[src/hw/rtl/fdtw_pkg.sv]
package fdtw_pkg;

    localparam int WORD_W        = 32;
    localparam int DEPTH_W       = 7;
    localparam int SKIP_W        = 30;
    localparam int MAX_DEPTH_DEF = 64;
    localparam int QUEUE_DEPTH   = 4;
    localparam int QUEUE_AW      = $clog2(QUEUE_DEPTH);
    localparam int QUEUE_CW      = $clog2(QUEUE_DEPTH + 1);

    // structure block token codes
    localparam logic [WORD_W-1:0] CODE_BEGIN_NODE = 32'd1;
    localparam logic [WORD_W-1:0] CODE_END_NODE   = 32'd2;
    localparam logic [WORD_W-1:0] CODE_PROP       = 32'd3;
    localparam logic [WORD_W-1:0] CODE_NOP        = 32'd4;
    localparam logic [WORD_W-1:0] CODE_END        = 32'd9;

    typedef enum logic [2:0] {
        TOK_BEGIN,
        TOK_ENDNODE,
        TOK_PROP,
        TOK_NOP,
        TOK_END,
        TOK_OTHER
    } t_tok;

    typedef enum logic [2:0] {
        PH_TOKEN = 3'd0,
        PH_NAME  = 3'd1,
        PH_PLEN  = 3'd2,
        PH_PNAME = 3'd3,
        PH_VALUE = 3'd4,
        PH_DONE  = 3'd5
    } t_phase;

    typedef enum logic [2:0] {
        KIND_BEGIN   = 3'd0,
        KIND_ENDNODE = 3'd1,
        KIND_PROP    = 3'd2,
        KIND_NOP     = 3'd3,
        KIND_END     = 3'd4,
        KIND_ERROR   = 3'd5
    } t_kind;

    typedef enum logic [1:0] {
        CAUSE_NONE     = 2'd0,
        CAUSE_UNKNOWN  = 2'd1,
        CAUSE_NOT_ROOT = 2'd2,
        CAUSE_OVERFLOW = 2'd3
    } t_cause;

    typedef struct packed {
        t_tok              tok;
        logic              zero_byte;
        logic              len_zero;
        logic [SKIP_W-1:0] len_words_m1;
    } t_word_class;

    typedef struct packed {
        logic [WORD_W-1:0] word;
        logic              start;
        t_word_class       cls;
    } t_q_entry;

    typedef struct packed {
        t_kind              kind;
        logic [DEPTH_W-1:0] depth;
        logic [WORD_W-1:0]  offset;
        logic [WORD_W-1:0]  plen;
        logic [WORD_W-1:0]  noff;
        t_cause             cause;
    } t_event;

endpackage

[src/hw/rtl/fdtw_front.sv]
module fdtw_front (
    input  logic [31:0]           i_word,
    input  logic                  i_start_req,
    output fdtw_pkg::t_q_entry    o_entry
);
    import fdtw_pkg::*;

    t_tok tok;
    logic zero_byte;

    always_comb begin
        unique case (i_word)
            CODE_BEGIN_NODE: tok = TOK_BEGIN;
            CODE_END_NODE:   tok = TOK_ENDNODE;
            CODE_PROP:       tok = TOK_PROP;
            CODE_NOP:        tok = TOK_NOP;
            CODE_END:        tok = TOK_END;
            default:         tok = TOK_OTHER;
        endcase
    end

    // name terminator: any zero byte in the word
    assign zero_byte = (i_word[31:24] == 8'd0) || (i_word[23:16] == 8'd0) ||
                       (i_word[15:8] == 8'd0) || (i_word[7:0] == 8'd0);

    always_comb begin
        o_entry.word          = i_word;
        o_entry.start         = i_start_req;
        o_entry.cls.tok       = tok;
        o_entry.cls.zero_byte = zero_byte;
        // value word count minus one, as if this word were a length
        o_entry.cls.len_zero  = (i_word == '0);
        if (i_word[1:0] != 2'd0) begin
            o_entry.cls.len_words_m1 = i_word[31:2];
        end else begin
            o_entry.cls.len_words_m1 = i_word[31:2] - 30'd1;
        end
    end

endmodule

[src/hw/rtl/fdtw_queue.sv]
module fdtw_queue (
    input  logic                  i_clk,
    input  logic                  i_rst_n,
    input  logic                  i_push,
    input  fdtw_pkg::t_q_entry    i_entry,
    output logic                  o_full,
    input  logic                  i_pop,
    output logic                  o_valid,
    output fdtw_pkg::t_q_entry    o_entry
);
    import fdtw_pkg::*;

    t_q_entry              r_slot [QUEUE_DEPTH];
    logic [QUEUE_AW-1:0]   r_wr_ptr;
    logic [QUEUE_AW-1:0]   r_rd_ptr;
    logic [QUEUE_CW-1:0]   r_count;
    logic [QUEUE_AW-1:0]   n_wr_ptr;
    logic [QUEUE_AW-1:0]   n_rd_ptr;
    logic [QUEUE_CW-1:0]   n_count;
    logic                  do_pop;

    assign o_full  = (r_count == QUEUE_CW'(QUEUE_DEPTH));
    assign o_valid = (r_count != '0);
    assign o_entry = r_slot[r_rd_ptr];
    assign do_pop  = i_pop && o_valid;

    always_comb begin
        n_wr_ptr = r_wr_ptr;
        n_rd_ptr = r_rd_ptr;
        n_count  = r_count;
        if (i_push) begin
            n_wr_ptr = (r_wr_ptr == QUEUE_AW'(QUEUE_DEPTH - 1)) ? '0 : r_wr_ptr + 1'b1;
        end
        if (do_pop) begin
            n_rd_ptr = (r_rd_ptr == QUEUE_AW'(QUEUE_DEPTH - 1)) ? '0 : r_rd_ptr + 1'b1;
        end
        if (i_push && !do_pop) begin
            n_count = r_count + 1'b1;
        end else if (!i_push && do_pop) begin
            n_count = r_count - 1'b1;
        end
    end

    always_ff @(posedge i_clk) begin
        if (!i_rst_n) begin
            r_wr_ptr <= '0;
            r_rd_ptr <= '0;
            r_count  <= '0;
        end else begin
            r_wr_ptr <= n_wr_ptr;
            r_rd_ptr <= n_rd_ptr;
            r_count  <= n_count;
        end
    end

    always_ff @(posedge i_clk) begin
        if (i_push) begin
            r_slot[r_wr_ptr] <= i_entry;
        end
    end

endmodule

[src/hw/rtl/fdtw_back.sv]
module fdtw_back #(
    parameter int MAX_DEPTH = fdtw_pkg::MAX_DEPTH_DEF
) (
    input  logic                  i_clk,
    input  logic                  i_rst_n,
    input  logic                  i_q_valid,
    input  fdtw_pkg::t_q_entry    i_q_entry,
    output logic                  o_q_pop,
    input  logic                  i_out_stall,
    output logic                  o_valid,
    output fdtw_pkg::t_event      o_event
);
    import fdtw_pkg::*;

    t_phase             r_phase,  n_phase;
    logic               r_root,   n_root;
    logic [DEPTH_W-1:0] r_depth,  n_depth;
    logic [WORD_W-1:0]  r_pos,    n_pos;
    logic [SKIP_W-1:0]  r_skip,   n_skip;
    logic [WORD_W-1:0]  r_tokoff, n_tokoff;
    logic [WORD_W-1:0]  r_plen,   n_plen;
    logic               r_wzero,  n_wzero;
    logic [SKIP_W-1:0]  r_wm1,    n_wm1;
    logic               r_out_valid;
    t_event             r_event;

    t_phase             e_phase;
    logic               e_root;
    logic [DEPTH_W-1:0] e_depth;
    logic [WORD_W-1:0]  e_pos;
    logic [DEPTH_W-1:0] depth_dec;
    logic               depth_full;
    logic               out_free;
    logic               pop;
    logic               emit;
    t_event             ev;
    t_tok               tok;

    assign out_free = !r_out_valid || !i_out_stall;
    assign pop      = i_q_valid && out_free;
    assign o_q_pop  = pop;
    assign tok      = i_q_entry.cls.tok;

    // start of a new block sees the walk state as after reset
    assign e_phase    = i_q_entry.start ? PH_TOKEN : r_phase;
    assign e_root     = i_q_entry.start ? 1'b0 : r_root;
    assign e_depth    = i_q_entry.start ? '0 : r_depth;
    assign e_pos      = i_q_entry.start ? '0 : r_pos;
    assign depth_dec  = (e_depth != '0) ? e_depth - 1'b1 : e_depth;
    assign depth_full = (e_depth >= DEPTH_W'(MAX_DEPTH));

    // next phase
    always_comb begin
        n_phase = r_phase;
        if (pop) begin
            unique case (e_phase)
                PH_TOKEN: begin
                    if (tok == TOK_NOP) begin
                        n_phase = PH_TOKEN;
                    end else if (!e_root && tok != TOK_BEGIN) begin
                        n_phase = PH_DONE;
                    end else begin
                        unique case (tok)
                            TOK_BEGIN:   n_phase = depth_full ? PH_DONE : PH_NAME;
                            TOK_ENDNODE: n_phase = (depth_dec == '0) ? PH_DONE : PH_TOKEN;
                            TOK_PROP:    n_phase = PH_PLEN;
                            default:     n_phase = PH_DONE;
                        endcase
                    end
                end
                PH_NAME:  n_phase = i_q_entry.cls.zero_byte ? PH_TOKEN : PH_NAME;
                PH_PLEN:  n_phase = PH_PNAME;
                PH_PNAME: n_phase = r_wzero ? PH_TOKEN : PH_VALUE;
                PH_VALUE: n_phase = (r_skip == '0) ? PH_TOKEN : PH_VALUE;
                PH_DONE:  n_phase = PH_DONE;
                default:  n_phase = PH_DONE;
            endcase
        end
    end

    // datapath and event
    always_comb begin
        n_root   = r_root;
        n_depth  = r_depth;
        n_pos    = r_pos;
        n_skip   = r_skip;
        n_tokoff = r_tokoff;
        n_plen   = r_plen;
        n_wzero  = r_wzero;
        n_wm1    = r_wm1;
        emit     = 1'b0;
        ev.kind  = KIND_NOP;
        ev.cause = CAUSE_NONE;
        ev.plen  = '0;
        ev.noff  = '0;
        if (pop && e_phase != PH_DONE) begin
            n_root  = e_root;
            n_depth = e_depth;
            n_pos   = e_pos + 32'd4;
        end
        if (pop) begin
            unique case (e_phase)
                PH_TOKEN: begin
                    n_tokoff = e_pos;
                    emit     = (tok != TOK_PROP) || !e_root;
                    if (tok == TOK_NOP) begin
                        ev.kind = KIND_NOP;
                    end else if (!e_root && tok != TOK_BEGIN) begin
                        ev.kind  = KIND_ERROR;
                        ev.cause = CAUSE_NOT_ROOT;
                    end else begin
                        unique case (tok)
                            TOK_BEGIN: begin
                                if (depth_full) begin
                                    ev.kind  = KIND_ERROR;
                                    ev.cause = CAUSE_OVERFLOW;
                                end else begin
                                    ev.kind = KIND_BEGIN;
                                    n_root  = 1'b1;
                                    n_depth = e_depth + 1'b1;
                                end
                            end
                            TOK_ENDNODE: begin
                                ev.kind = KIND_ENDNODE;
                                n_depth = depth_dec;
                            end
                            TOK_PROP: ev.kind = KIND_PROP;
                            TOK_END:  ev.kind = KIND_END;
                            default: begin
                                ev.kind  = KIND_ERROR;
                                ev.cause = CAUSE_UNKNOWN;
                            end
                        endcase
                    end
                end
                PH_NAME: ;
                PH_PLEN: begin
                    n_plen  = i_q_entry.word;
                    n_wzero = i_q_entry.cls.len_zero;
                    n_wm1   = i_q_entry.cls.len_words_m1;
                end
                PH_PNAME: begin
                    emit    = 1'b1;
                    ev.kind = KIND_PROP;
                    ev.plen = r_plen;
                    ev.noff = i_q_entry.word;
                    n_skip  = r_wm1;
                end
                PH_VALUE: begin
                    if (r_skip != '0) begin
                        n_skip = r_skip - 1'b1;
                    end
                end
                PH_DONE: ;
                default: ;
            endcase
        end
        ev.depth  = n_depth;
        ev.offset = (e_phase == PH_TOKEN) ? e_pos : r_tokoff;
    end

    always_ff @(posedge i_clk) begin
        if (!i_rst_n) begin
            r_phase     <= PH_TOKEN;
            r_root      <= 1'b0;
            r_depth     <= '0;
            r_pos       <= '0;
            r_skip      <= '0;
            r_tokoff    <= '0;
            r_plen      <= '0;
            r_wzero     <= 1'b1;
            r_wm1       <= '0;
            r_out_valid <= 1'b0;
        end else begin
            r_phase  <= n_phase;
            r_root   <= n_root;
            r_depth  <= n_depth;
            r_pos    <= n_pos;
            r_skip   <= n_skip;
            r_tokoff <= n_tokoff;
            r_plen   <= n_plen;
            r_wzero  <= n_wzero;
            r_wm1    <= n_wm1;
            if (out_free) begin
                r_out_valid <= pop && emit;
            end
        end
    end

    always_ff @(posedge i_clk) begin
        if (pop && emit && out_free) begin
            r_event <= ev;
        end
    end

    assign o_valid = r_out_valid;
    assign o_event = r_event;

endmodule

[src/hw/rtl/fdt_structure_token_walker.sv]
// Flattened device tree structure block walker. Takes one big-endian 32-bit
// structure word per beat and gives one event per token: begin node, end node,
// property (issued on its name-offset word, with length and name offset), nop,
// end, or error (unknown token, first token not a begin node, or a begin node
// beyond MAX_DEPTH). Node-name and property-value words are consumed without an
// event. start_req on a word restarts the walk at that word; after reset the
// block is ready without it. Once the walk finishes (end token, depth back to
// zero, or error) words are swallowed until the next start_req.
// Rate: one word per clock cycle sustained while the output is not stalled; a
// word's event is held in a queue slot and then in the output register. A decode
// stage feeds a four-entry queue, and the walk engine drains it into a single
// output register, so input stall only rises once the queue is full.
module fdt_structure_token_walker #(
    parameter int MAX_DEPTH = fdtw_pkg::MAX_DEPTH_DEF
) (
    input  logic        i_clk,
    input  logic        i_rst_n,
    // word channel
    input  logic        i_valid,
    output logic        o_stall,
    input  logic [31:0] i_word,
    input  logic        i_start_req,
    // event channel
    output logic        o_valid,
    input  logic        i_stall,
    output logic [2:0]  o_token_kind,
    output logic [6:0]  o_nesting_depth,
    output logic [31:0] o_token_offset,
    output logic [31:0] o_property_length,
    output logic [31:0] o_name_offset,
    output logic [1:0]  o_error_cause
);
    import fdtw_pkg::*;

    t_q_entry front_entry;
    t_q_entry q_entry;
    logic     q_full;
    logic     q_valid;
    logic     q_pop;
    logic     push;
    t_event   event_out;

    // classify the incoming word
    fdtw_front u_front (
        .i_word      (i_word),
        .i_start_req (i_start_req),
        .o_entry     (front_entry)
    );

    // decouples input beats from output back-pressure
    assign push    = i_valid && !q_full;
    assign o_stall = q_full;

    fdtw_queue u_queue (
        .i_clk   (i_clk),
        .i_rst_n (i_rst_n),
        .i_push  (push),
        .i_entry (front_entry),
        .o_full  (q_full),
        .i_pop   (q_pop),
        .o_valid (q_valid),
        .o_entry (q_entry)
    );

    // walk state, depth and offset tracking, event register
    fdtw_back #(
        .MAX_DEPTH (MAX_DEPTH)
    ) u_back (
        .i_clk       (i_clk),
        .i_rst_n     (i_rst_n),
        .i_q_valid   (q_valid),
        .i_q_entry   (q_entry),
        .o_q_pop     (q_pop),
        .i_out_stall (i_stall),
        .o_valid     (o_valid),
        .o_event     (event_out)
    );

    assign o_token_kind      = event_out.kind;
    assign o_nesting_depth   = event_out.depth;
    assign o_token_offset    = event_out.offset;
    assign o_property_length = event_out.plen;
    assign o_name_offset     = event_out.noff;
    assign o_error_cause     = event_out.cause;

endmodule
[config.mk]
export PLATFORM = sky130hd
export DESIGN_NAME = fdt_structure_token_walker
export DESIGN_NICKNAME = d
export VERILOG_FILES = /design/src/hw/rtl/fdtw_pkg.sv /design/src/hw/rtl/fdtw_front.sv /design/src/hw/rtl/fdtw_queue.sv /design/src/hw/rtl/fdtw_back.sv /design/src/hw/rtl/fdt_structure_token_walker.sv
export SDC_FILE = /design/constraint.sdc
export NUM_CORES = 1
export LEC_CHECK = 0
export BUFFER_PORTS_ARGS = -buffer_cell sky130_fd_sc_hd__clkbuf_2
export CAP_MARGIN = 10
export CORE_MARGIN = 10
export CORE_UTILIZATION = 33
export CTS_CLUSTER_DIAMETER = 200
export CTS_CLUSTER_SIZE = 12
export DETAILED_ROUTE_END_ITERATION = 10
export PLACE_DENSITY = 0.48
export SLEW_MARGIN = 20
export SYNTH_ARGS = -nofsm -noshare
export SYNTH_HDL_FRONTEND = slang
export SYNTH_SLANG_ARGS = --single-unit
[constraint.sdc]
create_clock -name i_clk -period 6.66 [get_ports i_clk]
set_clock_uncertainty 0.15 [all_clocks]
set_input_delay 1.332 -clock i_clk [delete_from_list [all_inputs] [get_ports i_clk]]
set_output_delay 1.332 -clock i_clk [all_outputs]
set_load 0.1 [all_outputs]
==> results of run 1 <==
[how the worst max path moves through the flow]
| stage | startpoint | to | slack (ps) | cells after the start |
|---|---|---|---|---|
| floorplan | i_stall | u_back.o_event[0] | 1450 | 6 |
| global placement | i_stall | u_back.o_event[8] | 2330 | 7 |
| finish | register | u_back.o_event[65] | 2420 | 7 |
| detailed placement | i_stall | u_back.r_plen[8] | 2190 | 9 |
| CTS | register | u_back.o_event[24] | 2300 | 7 |
| global route | register | u_back.o_event[24] | 2030 | 7 |
[area by class of cell]
cell class                      instances  area, um2
Fill cell                            6695      43400
Sequential cell                       558      15000
Multi-Input combinational cell       1198       7670
Clock buffer                           94       1460
Tap cell                              940       1180
Timing Repair Buffer                  171        931
Clock inverter                          4       88.8
Inverter                               17       66.3
Antenna cell                            2       5.00
[stage by stage]
step	power (uW)	utilization	std cells
floorplan	8440	-	1892
global placement	9420	0.356	2884
detailed placement	9450	0.356	2884
CTS	12300	0.378	2982
global route	12600	0.378	2983
finish	12100	0.378	2984
[critical path, stage by stage, from the launching register on]
cell and delay, ps:
dfxtp_4 550, buf_4 530, buf_4 670, mux4_2 730, nor2b_1 270, nand2_1 140
a21o_4 480, buf_12 320
[synth_stat cells (all sizes together) (15+ instances only)]
cell type / instances / area [um2]
a21o: 18 / 135
a21oi: 200 / 1000
and2: 82 / 513
and3: 16 / 100
buf: 16 / 81.3
clkbuf: 103 / 387
dfxtp: 178 / 3560
edfxtp: 380 / 11400
ha: 15 / 188
inv: 17 / 63.8
mux4: 68 / 1530
nand2: 315 / 1180
nand3: 70 / 350
nand4: 16 / 100
nor2: 110 / 413
nor3: 28 / 145
nor4: 21 / 174
o21ai: 53 / 265
or2: 16 / 100
xnor2: 26 / 228
xor2: 31 / 272
[cell families (layout without fill, tap and decap cells)]
logic type / count (synthesis) / after routing
other: 0 / 2
AOI/OAI and AO/OA: 311 / 311
buffers and inverters: 136 / 286
adders and majority gates: 16 / 16
and+or+nand+nor: 732 / 732
xor gates and xnor gates: 57 / 57
muxes: 82 / 82
DFF: 558 / 558
[flip-flops by register name, summed over array words and instances (netlist names), 7 cells and up, named ones only]
signal	count
u_back.r_tokoff	32
u_back.r_depth	7
u_back.r_pos	32
u_queue.r_slot	272
u_back.r_skip	30
u_back.o_event	108
u_back.r_plen	32
u_back.r_wm1	30
[power by group]
group          total (uW)  internal (uW)  switching (uW)  leakage (uW)
clock                2790           1490            1300      0.000727
combinational        4690            831            3860       0.00291
sequential           4590           4350             240       0.00499
[routing by layer]
| layer | up-vias | wire length [um] | track usage |
|---|---|---|---|
| met5 | - | 0 | 0 |
| met4 | 0 | 1080 | 0.0366 |
| met3 | 68 | 2110 | 0.0211 |
| met2 | 254 | 27500 | 0.228 |
| met1 | 7380 | 24300 | 0.171 |
| li1 | 7068 | - | - |
==> results summary, run 1 <==
The floorplan step set the die height to 285 um. Of the total synthesized cell area, the portion taken by AND, OR, NAND and NOR gates is 0.152. The number of vias after detailed routing is 14770. Of the total synthesized cell area, the portion taken by XOR and XNOR cells is 0.0216.

The setup path with the least slack is of type register to register. Of the cells placed in the final design, the portion with a size suffix greater than 1 is 0.164. The die area is 0.0811 mm2.

The total of max-cap violations came out at 0. The final critical-path setup slack came out at 2420 ps. During synthesis, Yosys emitted a total of 0 warnings. The number of enable flip-flop cells after synthesis came out at 380. The compound-gate portion of the synthesized area is 0.0749. Dividing the detail-routed via count by the number of cells gives 4.95. Counting distinct cell types in the post-synthesis netlist gives 67.

STA classifies the critical path startpoint as a register. For the pin with the worst max-slew slack, the measured transition is 1050 ps. The total wire length after detailed routing is 55.1 mm. Setup repair after global routing left no endpoint under its margin. The final cycle utilization of the critical path is 0.636. The final antenna-violating net count came out at 0. The number of resized instances in the post-cts repair step is 0. The number of global-route vias before repair is 14762. The worst hold-check path type is register to register. The most common cell after layout, fill and taps aside is edfxtp_1. The average instance in the mapped netlist occupies 12.2 um2. The leakage power of the design came out at 0.00862 uW. The worst setup path is captured at a register.

The endpoint identified for the worst register-to-register timing path is u_back.o_event[65]. The final period demand of the worst path came out at 4240 ps. The quantity of hold-fixing buffers added after cts is 0. The power density normalized to cell area came out at 457 mW/mm2. The initial core utilization came out at 0.331. The routability-driven placement congestion ratio came out at 0.796.

The fraction of registers with async set or reset after synthesis came out at 0. In this run the post-CTS setup repair buffer count came out at 0. Of the total synthesized cell area, the portion taken by full adders, half adders and majority gates is 0.00898.

The flow ran to the end, and the final reports show no timing, DRC or antenna violations. The top cell types in the final layout, fill and taps aside, are 380 x edfxtp_1, 315 x nand2_1, 200 x a21oi_1. The cell sitting at the root of the clock tree is a clkbuf_16. The synthesized instance count came out at 1892. For hold timing, the worst endpoint is u_back.r_plen[3]. The number of buffer cells added on primary ports is 146. The achievable clock frequency came out at 236 MHz.

Counting every net in the synthesized netlist gives 1945. The worst hold path was traced through 2 stages. The maximum number of pins on one net before global-route repair is 69. The post-detailed-route DRC marker count is 0. The H-tree depth reported by CTS came out at 2. Data on the critical path arrives at its endpoint at 4410 ps. The flip-flop and latch count after synthesis came out at 558. The post-synthesis mux area share came out at 0.0724. The setup slack on the worst flop-to-flop path is 2420 ps. The area growth from synthesis to layout is 14.0%. The length of the first detailed-routing pass in iterations is 5. In this run the most critical hold path is launched from u_back.r_plen[3].

IR analysis of the VDD net gives a maximum drop of 0.438 mV. The final net count is 2051. The total overflow left after global routing is 0.

The first routing iteration left 1024 violations. By area, the combinational part of the netlist is dominated by simple AND/OR/NAND/NOR gates. Summing every instance area after synthesis gives 0.0231 mm2. Counting along the longest clock path gives a buffer depth of 3.

The final total negative setup slack is 0 ps. The first global-routing pass estimated 86.4 mm of wire. The placement row count is 97. The worst slack on hold paths came out at 302 ps. In the final routed layout, each cell accounts on average for 18.5 um. The sequential area share after synthesis is 0.647.

147 I/O pins were placed. At the worst endpoint, the required time is 6830 ps. The path depth of the worst reg2reg path came out at 7. The number of max-slew violations in the final report is 0. The clock net in this run drives a total of 558 sinks. The post-layout instance area came out at 0.0264 mm2. Clock-pin slew was measured on the worst setup and hold paths at 60 ps. The overall fraction of global-route tracks in use came out at 0.133. The highest fanout seen on the critical path is 58.

Clock tree synthesis inserted a total of 52 buffers. The total setup violations reported at the end of the flow is 0. The most instantiated flip-flop cell in the synthesis netlist is edfxtp_1. The core area is 0.0698 mm2.

TritonCTS built the clock tree. The placed instance area is 0.0248 mm2. The horizontal die dimension is 285 um.

The number of hold-slack violations in the final timing report is 0. The latest clock arrival within the worst-skew pair came out at 630 ps. Timing analysis after detailed placement gives a worst setup slack of 2190 ps. The number of antenna violations at the first check in global routing came to 2. The relative slew slack came out at 0.297. The placed wire-length estimate came out at 35.2 mm.
Power figures use the tool's default switching activity.
==> run 2, diff against run 1 <==
Settings changed: ABC_AREA set to 1, PLACE_DENSITY 0.48 to 0.49.
Clock period 6.66 ns to 3.75 ns, I/O delays scaled along.
==> run 2 against run 1 <==
Net effect:
- critical endpoint is now u_back.o_event[40]
- design area is 2.5% higher
- clock power is 78% higher
- largest power group unchanged
- core utilization is 0.17 points higher
- first-iteration DRC count is 7.7% lower
- worst hold slack worse by 97 ps
==> results summary, run 2 <==
The run finished with clean final reports. The total standard cell area after synthesis is 0.0237 mm2 (+2.3%). The horizontal die dimension came out at 288 um (+1.1%). The via density per instance was 4.86 (-1.7%). In the post-synthesis netlist, the cell with the most instances is nand2_1. The number of global-route vias before repair is 16729 (+13%).

The slew at the pin with the worst max-slew slack is 893 ps (-160 ps). The library cells used most frequently in the layout, excluding fill and tap cells, are 468 x nand2_1, 380 x edfxtp_1, 288 x nor2_1. The fill cell total of the finished layout is 7056 (+5.4%).

The signal arrival time at the worst endpoint is 3280 ps (-1130 ps). The post-route non-filler standard cell count is 3492 (+17%). The adder and majority cell fraction of the synthesized area is 0.00878 (-0.000202).

The placed wire-length estimate was 40.7 mm (+16%). The total power after layout came out at 25700 uW (+110%). The highest fanout seen on the critical path is 35 (-40%). The final routed wire length divided by cell count is 17.9 um (-3.2%).

The final net count came out at 2554 (+25%). The power density normalized to cell area came out at 952 mW/mm2 (+110%). The data required time at the worst endpoint came to 3880 ps (-2950 ps). The instance count after placement with tap cells included came out at 3397 (+18%). The flip-flop and latch count after synthesis is 558 (unchanged).

The final period demand of the worst path is 3150 ps (-1090 ps). The total wire length after detailed routing came out at 62.4 mm (+13%). In the synthesized netlist the dominant register cell turns out to be edfxtp_1. The quantity of hold-fixing buffers added after cts came out at 0 (unchanged). The compound-gate portion of the synthesized area came out at 0.123 (+0.0478). The routability-driven placement congestion ratio came out at 0.849 (+6.7%).

The distinct cell type count of the synthesized netlist is 55 (-18%). The number of buffers on the longest clock path came out at 3 (unchanged). The peak ir drop on the vdd network came out at 1.27 mV (+190%). The final antenna-violating net count came out at 0 (unchanged). Ranked by instance count, the synthesized netlist is headed by 470 x nand2_1, 380 x edfxtp_1, 292 x nor2_1.

The clock sink count came out at 558 (unchanged). The final cycle utilization of the critical path came out at 0.839 (+0.203). The post-synthesis mux area share came out at 0 (-0.0724).

The number of vias after detailed routing came to 16984 (+15%). The total number of yosys warnings is 0 (unchanged). The total inserted antenna cells is 0 (-2).

The worst slack on hold paths came out at 205 ps (-97.5 ps). The I/O pin total is 147 (unchanged). The leakage power of the design is 0.00978 uW (+13%). The number of buffer cells added on primary ports came out at 146 (unchanged). The H-tree depth reported by CTS is 2 (unchanged). The global-route wire length before repair is 97.4 mm (+13%). Setup repair after global routing left no endpoint under its margin. The achievable clock frequency was 318 MHz (+35%). Summed over all instances, the cell type with the most area after synthesis is edfxtp_1.

The number of buffers inserted by post-CTS setup repair came out at 0 (unchanged). The post-detailed-route DRC marker count is 0 (unchanged). The register cell area after layout came out at 0.0150 mm2 (about the same). The maximum number of pins on one net before global-route repair came out at 81 (+17%).

The total setup violations reported at the end of the flow is 0 (unchanged). The y dimension of the die is 288 um (+1.1%). The total of max-cap violations came out at 0 (unchanged).

After synthesis, the cell types taking the most area are edfxtp_1 48%, dfxtp_1 15%, nand2_1 7.5%. The latest clock arrival within the worst-skew pair came out at 630 ps (about the same). u_queue.r_slot holds more flip-flops than any other register. The overall fraction of global-route tracks in use was 0.148 (+0.0155). The sequential area share after synthesis came out at 0.633 (-0.0146). The endpoint type of the worst setup path is a register. The flip-flop count of the largest register, all copies and words added was 272 (unchanged). TritonCTS built the clock tree.

The mean cell area of the mapped netlist is 9.94 um2 (-19%). The placement row count is 98 (+1.0%). The length of the first detailed-routing pass in iterations is 5 (unchanged). The number of antenna violations at the first check in global routing is 6 (+4). The area share of and/or/nand/nor cells after synthesis is 0.167 (+0.0152).

The critical path class is register to register. The relative slew slack was 0.405 (+0.108). The fraction of registers with async set or reset after synthesis came to 0 (unchanged).

The number of enable flip-flop cells after synthesis came out at 380 (unchanged). The library cell used most frequently in the layout, excluding fill and tap cells, is nand2_1. The number of resized instances in the post-cts repair step came out at 0 (unchanged).

The startpoint type of the worst setup path is a register. The area of combinational cells with multiple inputs is 0.00753 mm2 (-1.9%). The portion of synthesized cell area occupied by the leading cell type came to 0.482 (-0.0111).

The post-synth net total was 2433 (+25%). The TritonCTS buffer count came to 52 (unchanged). The final total negative setup slack came out at 0 ps (unchanged).

The initial core utilization is 0.332 (+0.000711). The synthesized instance count is 2380 (+26%). The tightest min-delay check is of the input port to register type. The number of hold-slack violations in the final timing report came out at 0 (unchanged). The die area is 0.0828 mm2 (+2.1%). The tree is rooted in a clkbuf_16. The number of design-rule violations left by the first detailed-router iteration came out at 945 (-7.7%). The total grt overflow is 0 (unchanged).

The parity-gate share of the synthesized area counting xor and xnor cells is 0.0174 (-0.00419). The growth of design area from synthesis to finish is 14.3%. The number of max-slew violations in the final report came out at 0 (unchanged). The core area came out at 0.0712 mm2 (+2.1%).

The largest family of logic cells by synthesized area is simple AND/OR/NAND/NOR gates. The clock transition at the register clock pins on the worst setup and hold paths after CTS is 60 ps (about the same). The fraction of layout instances using a drive strength above 1 came out at 0.122 (-0.0425).
-- run 2: power breakdown --
group	internal, uW	switching, uW	total (uW)	leakage, uW
clock network	2620	2330	4960	0.000721
registers	8000	455	8450	0.00500
logic	2460	9880	12300	0.00406
-- run 2: per-stage QoR --
| step | utilization | area, um2 | worst slack [ps] |
|---|---|---|---|
| 2_1_floorplan | - | 23700 | 342 |
| 3_3_place_gp | 0.358 | 25500 | 513 |
| 3_5_place_dp | 0.358 | 25500 | 387 |
| 4_1_cts | 0.380 | 27100 | 570 |
| 6_report | 0.380 | 27100 | 605 |
| 5_1_grt | 0.380 | 27100 | 260 |
-- run 2: kinds of logic (layout without fill, tap and decap cells) --
kind of cell | count (synthesis) | count (layout)
compound gates | 513 | 513
xor+xnor | 47 | 47
buf+inv | 308 | 470
fa+ha+maj | 16 | 16
simple gates | 938 | 938
flops | 558 | 558
-- run 2: final cells by class --
cell class              count  area share
clock buffers              91      0.0535
clock inverters             4     0.00315
inverters                 190      0.0264
multi-input cells        1514       0.278
flip-flops and latches    558       0.554
well taps                 950      0.0439
repair buffers            185      0.0411
-- run 2: worst max-delay path: stages, from the launching register on --
cell and delay [ps]:
dfxtp_4 370, clkinv_2 200, nand2_1 150, nand3_1 90, nand2_2 130, nand2_1 80
nor3_1 340, nand2_4 360, nand2_4 450, buf_4 430
-- run 2: per-layer routing --
metal	GRT usage	wire length [um]
met1	0.197	28800
met5	0	69
met4	0.0384	1310
met2	0.243	28900
met3	0.0304	3240
-- run 2: worst paths after layout --
check | startpoint | to | slack [ps] | cells past startpoint
hold reg to reg | u_back.r_wm1[14] | u_back.r_skip[14] | 300 | 2
hold / removal | i_start_req | u_queue.r_slot[0][35] | 200 | 1
setup reg to reg | register | u_back.o_event[40] | 600 | 9
setup / recovery | register | u_back.o_event[40] | 600 | 9
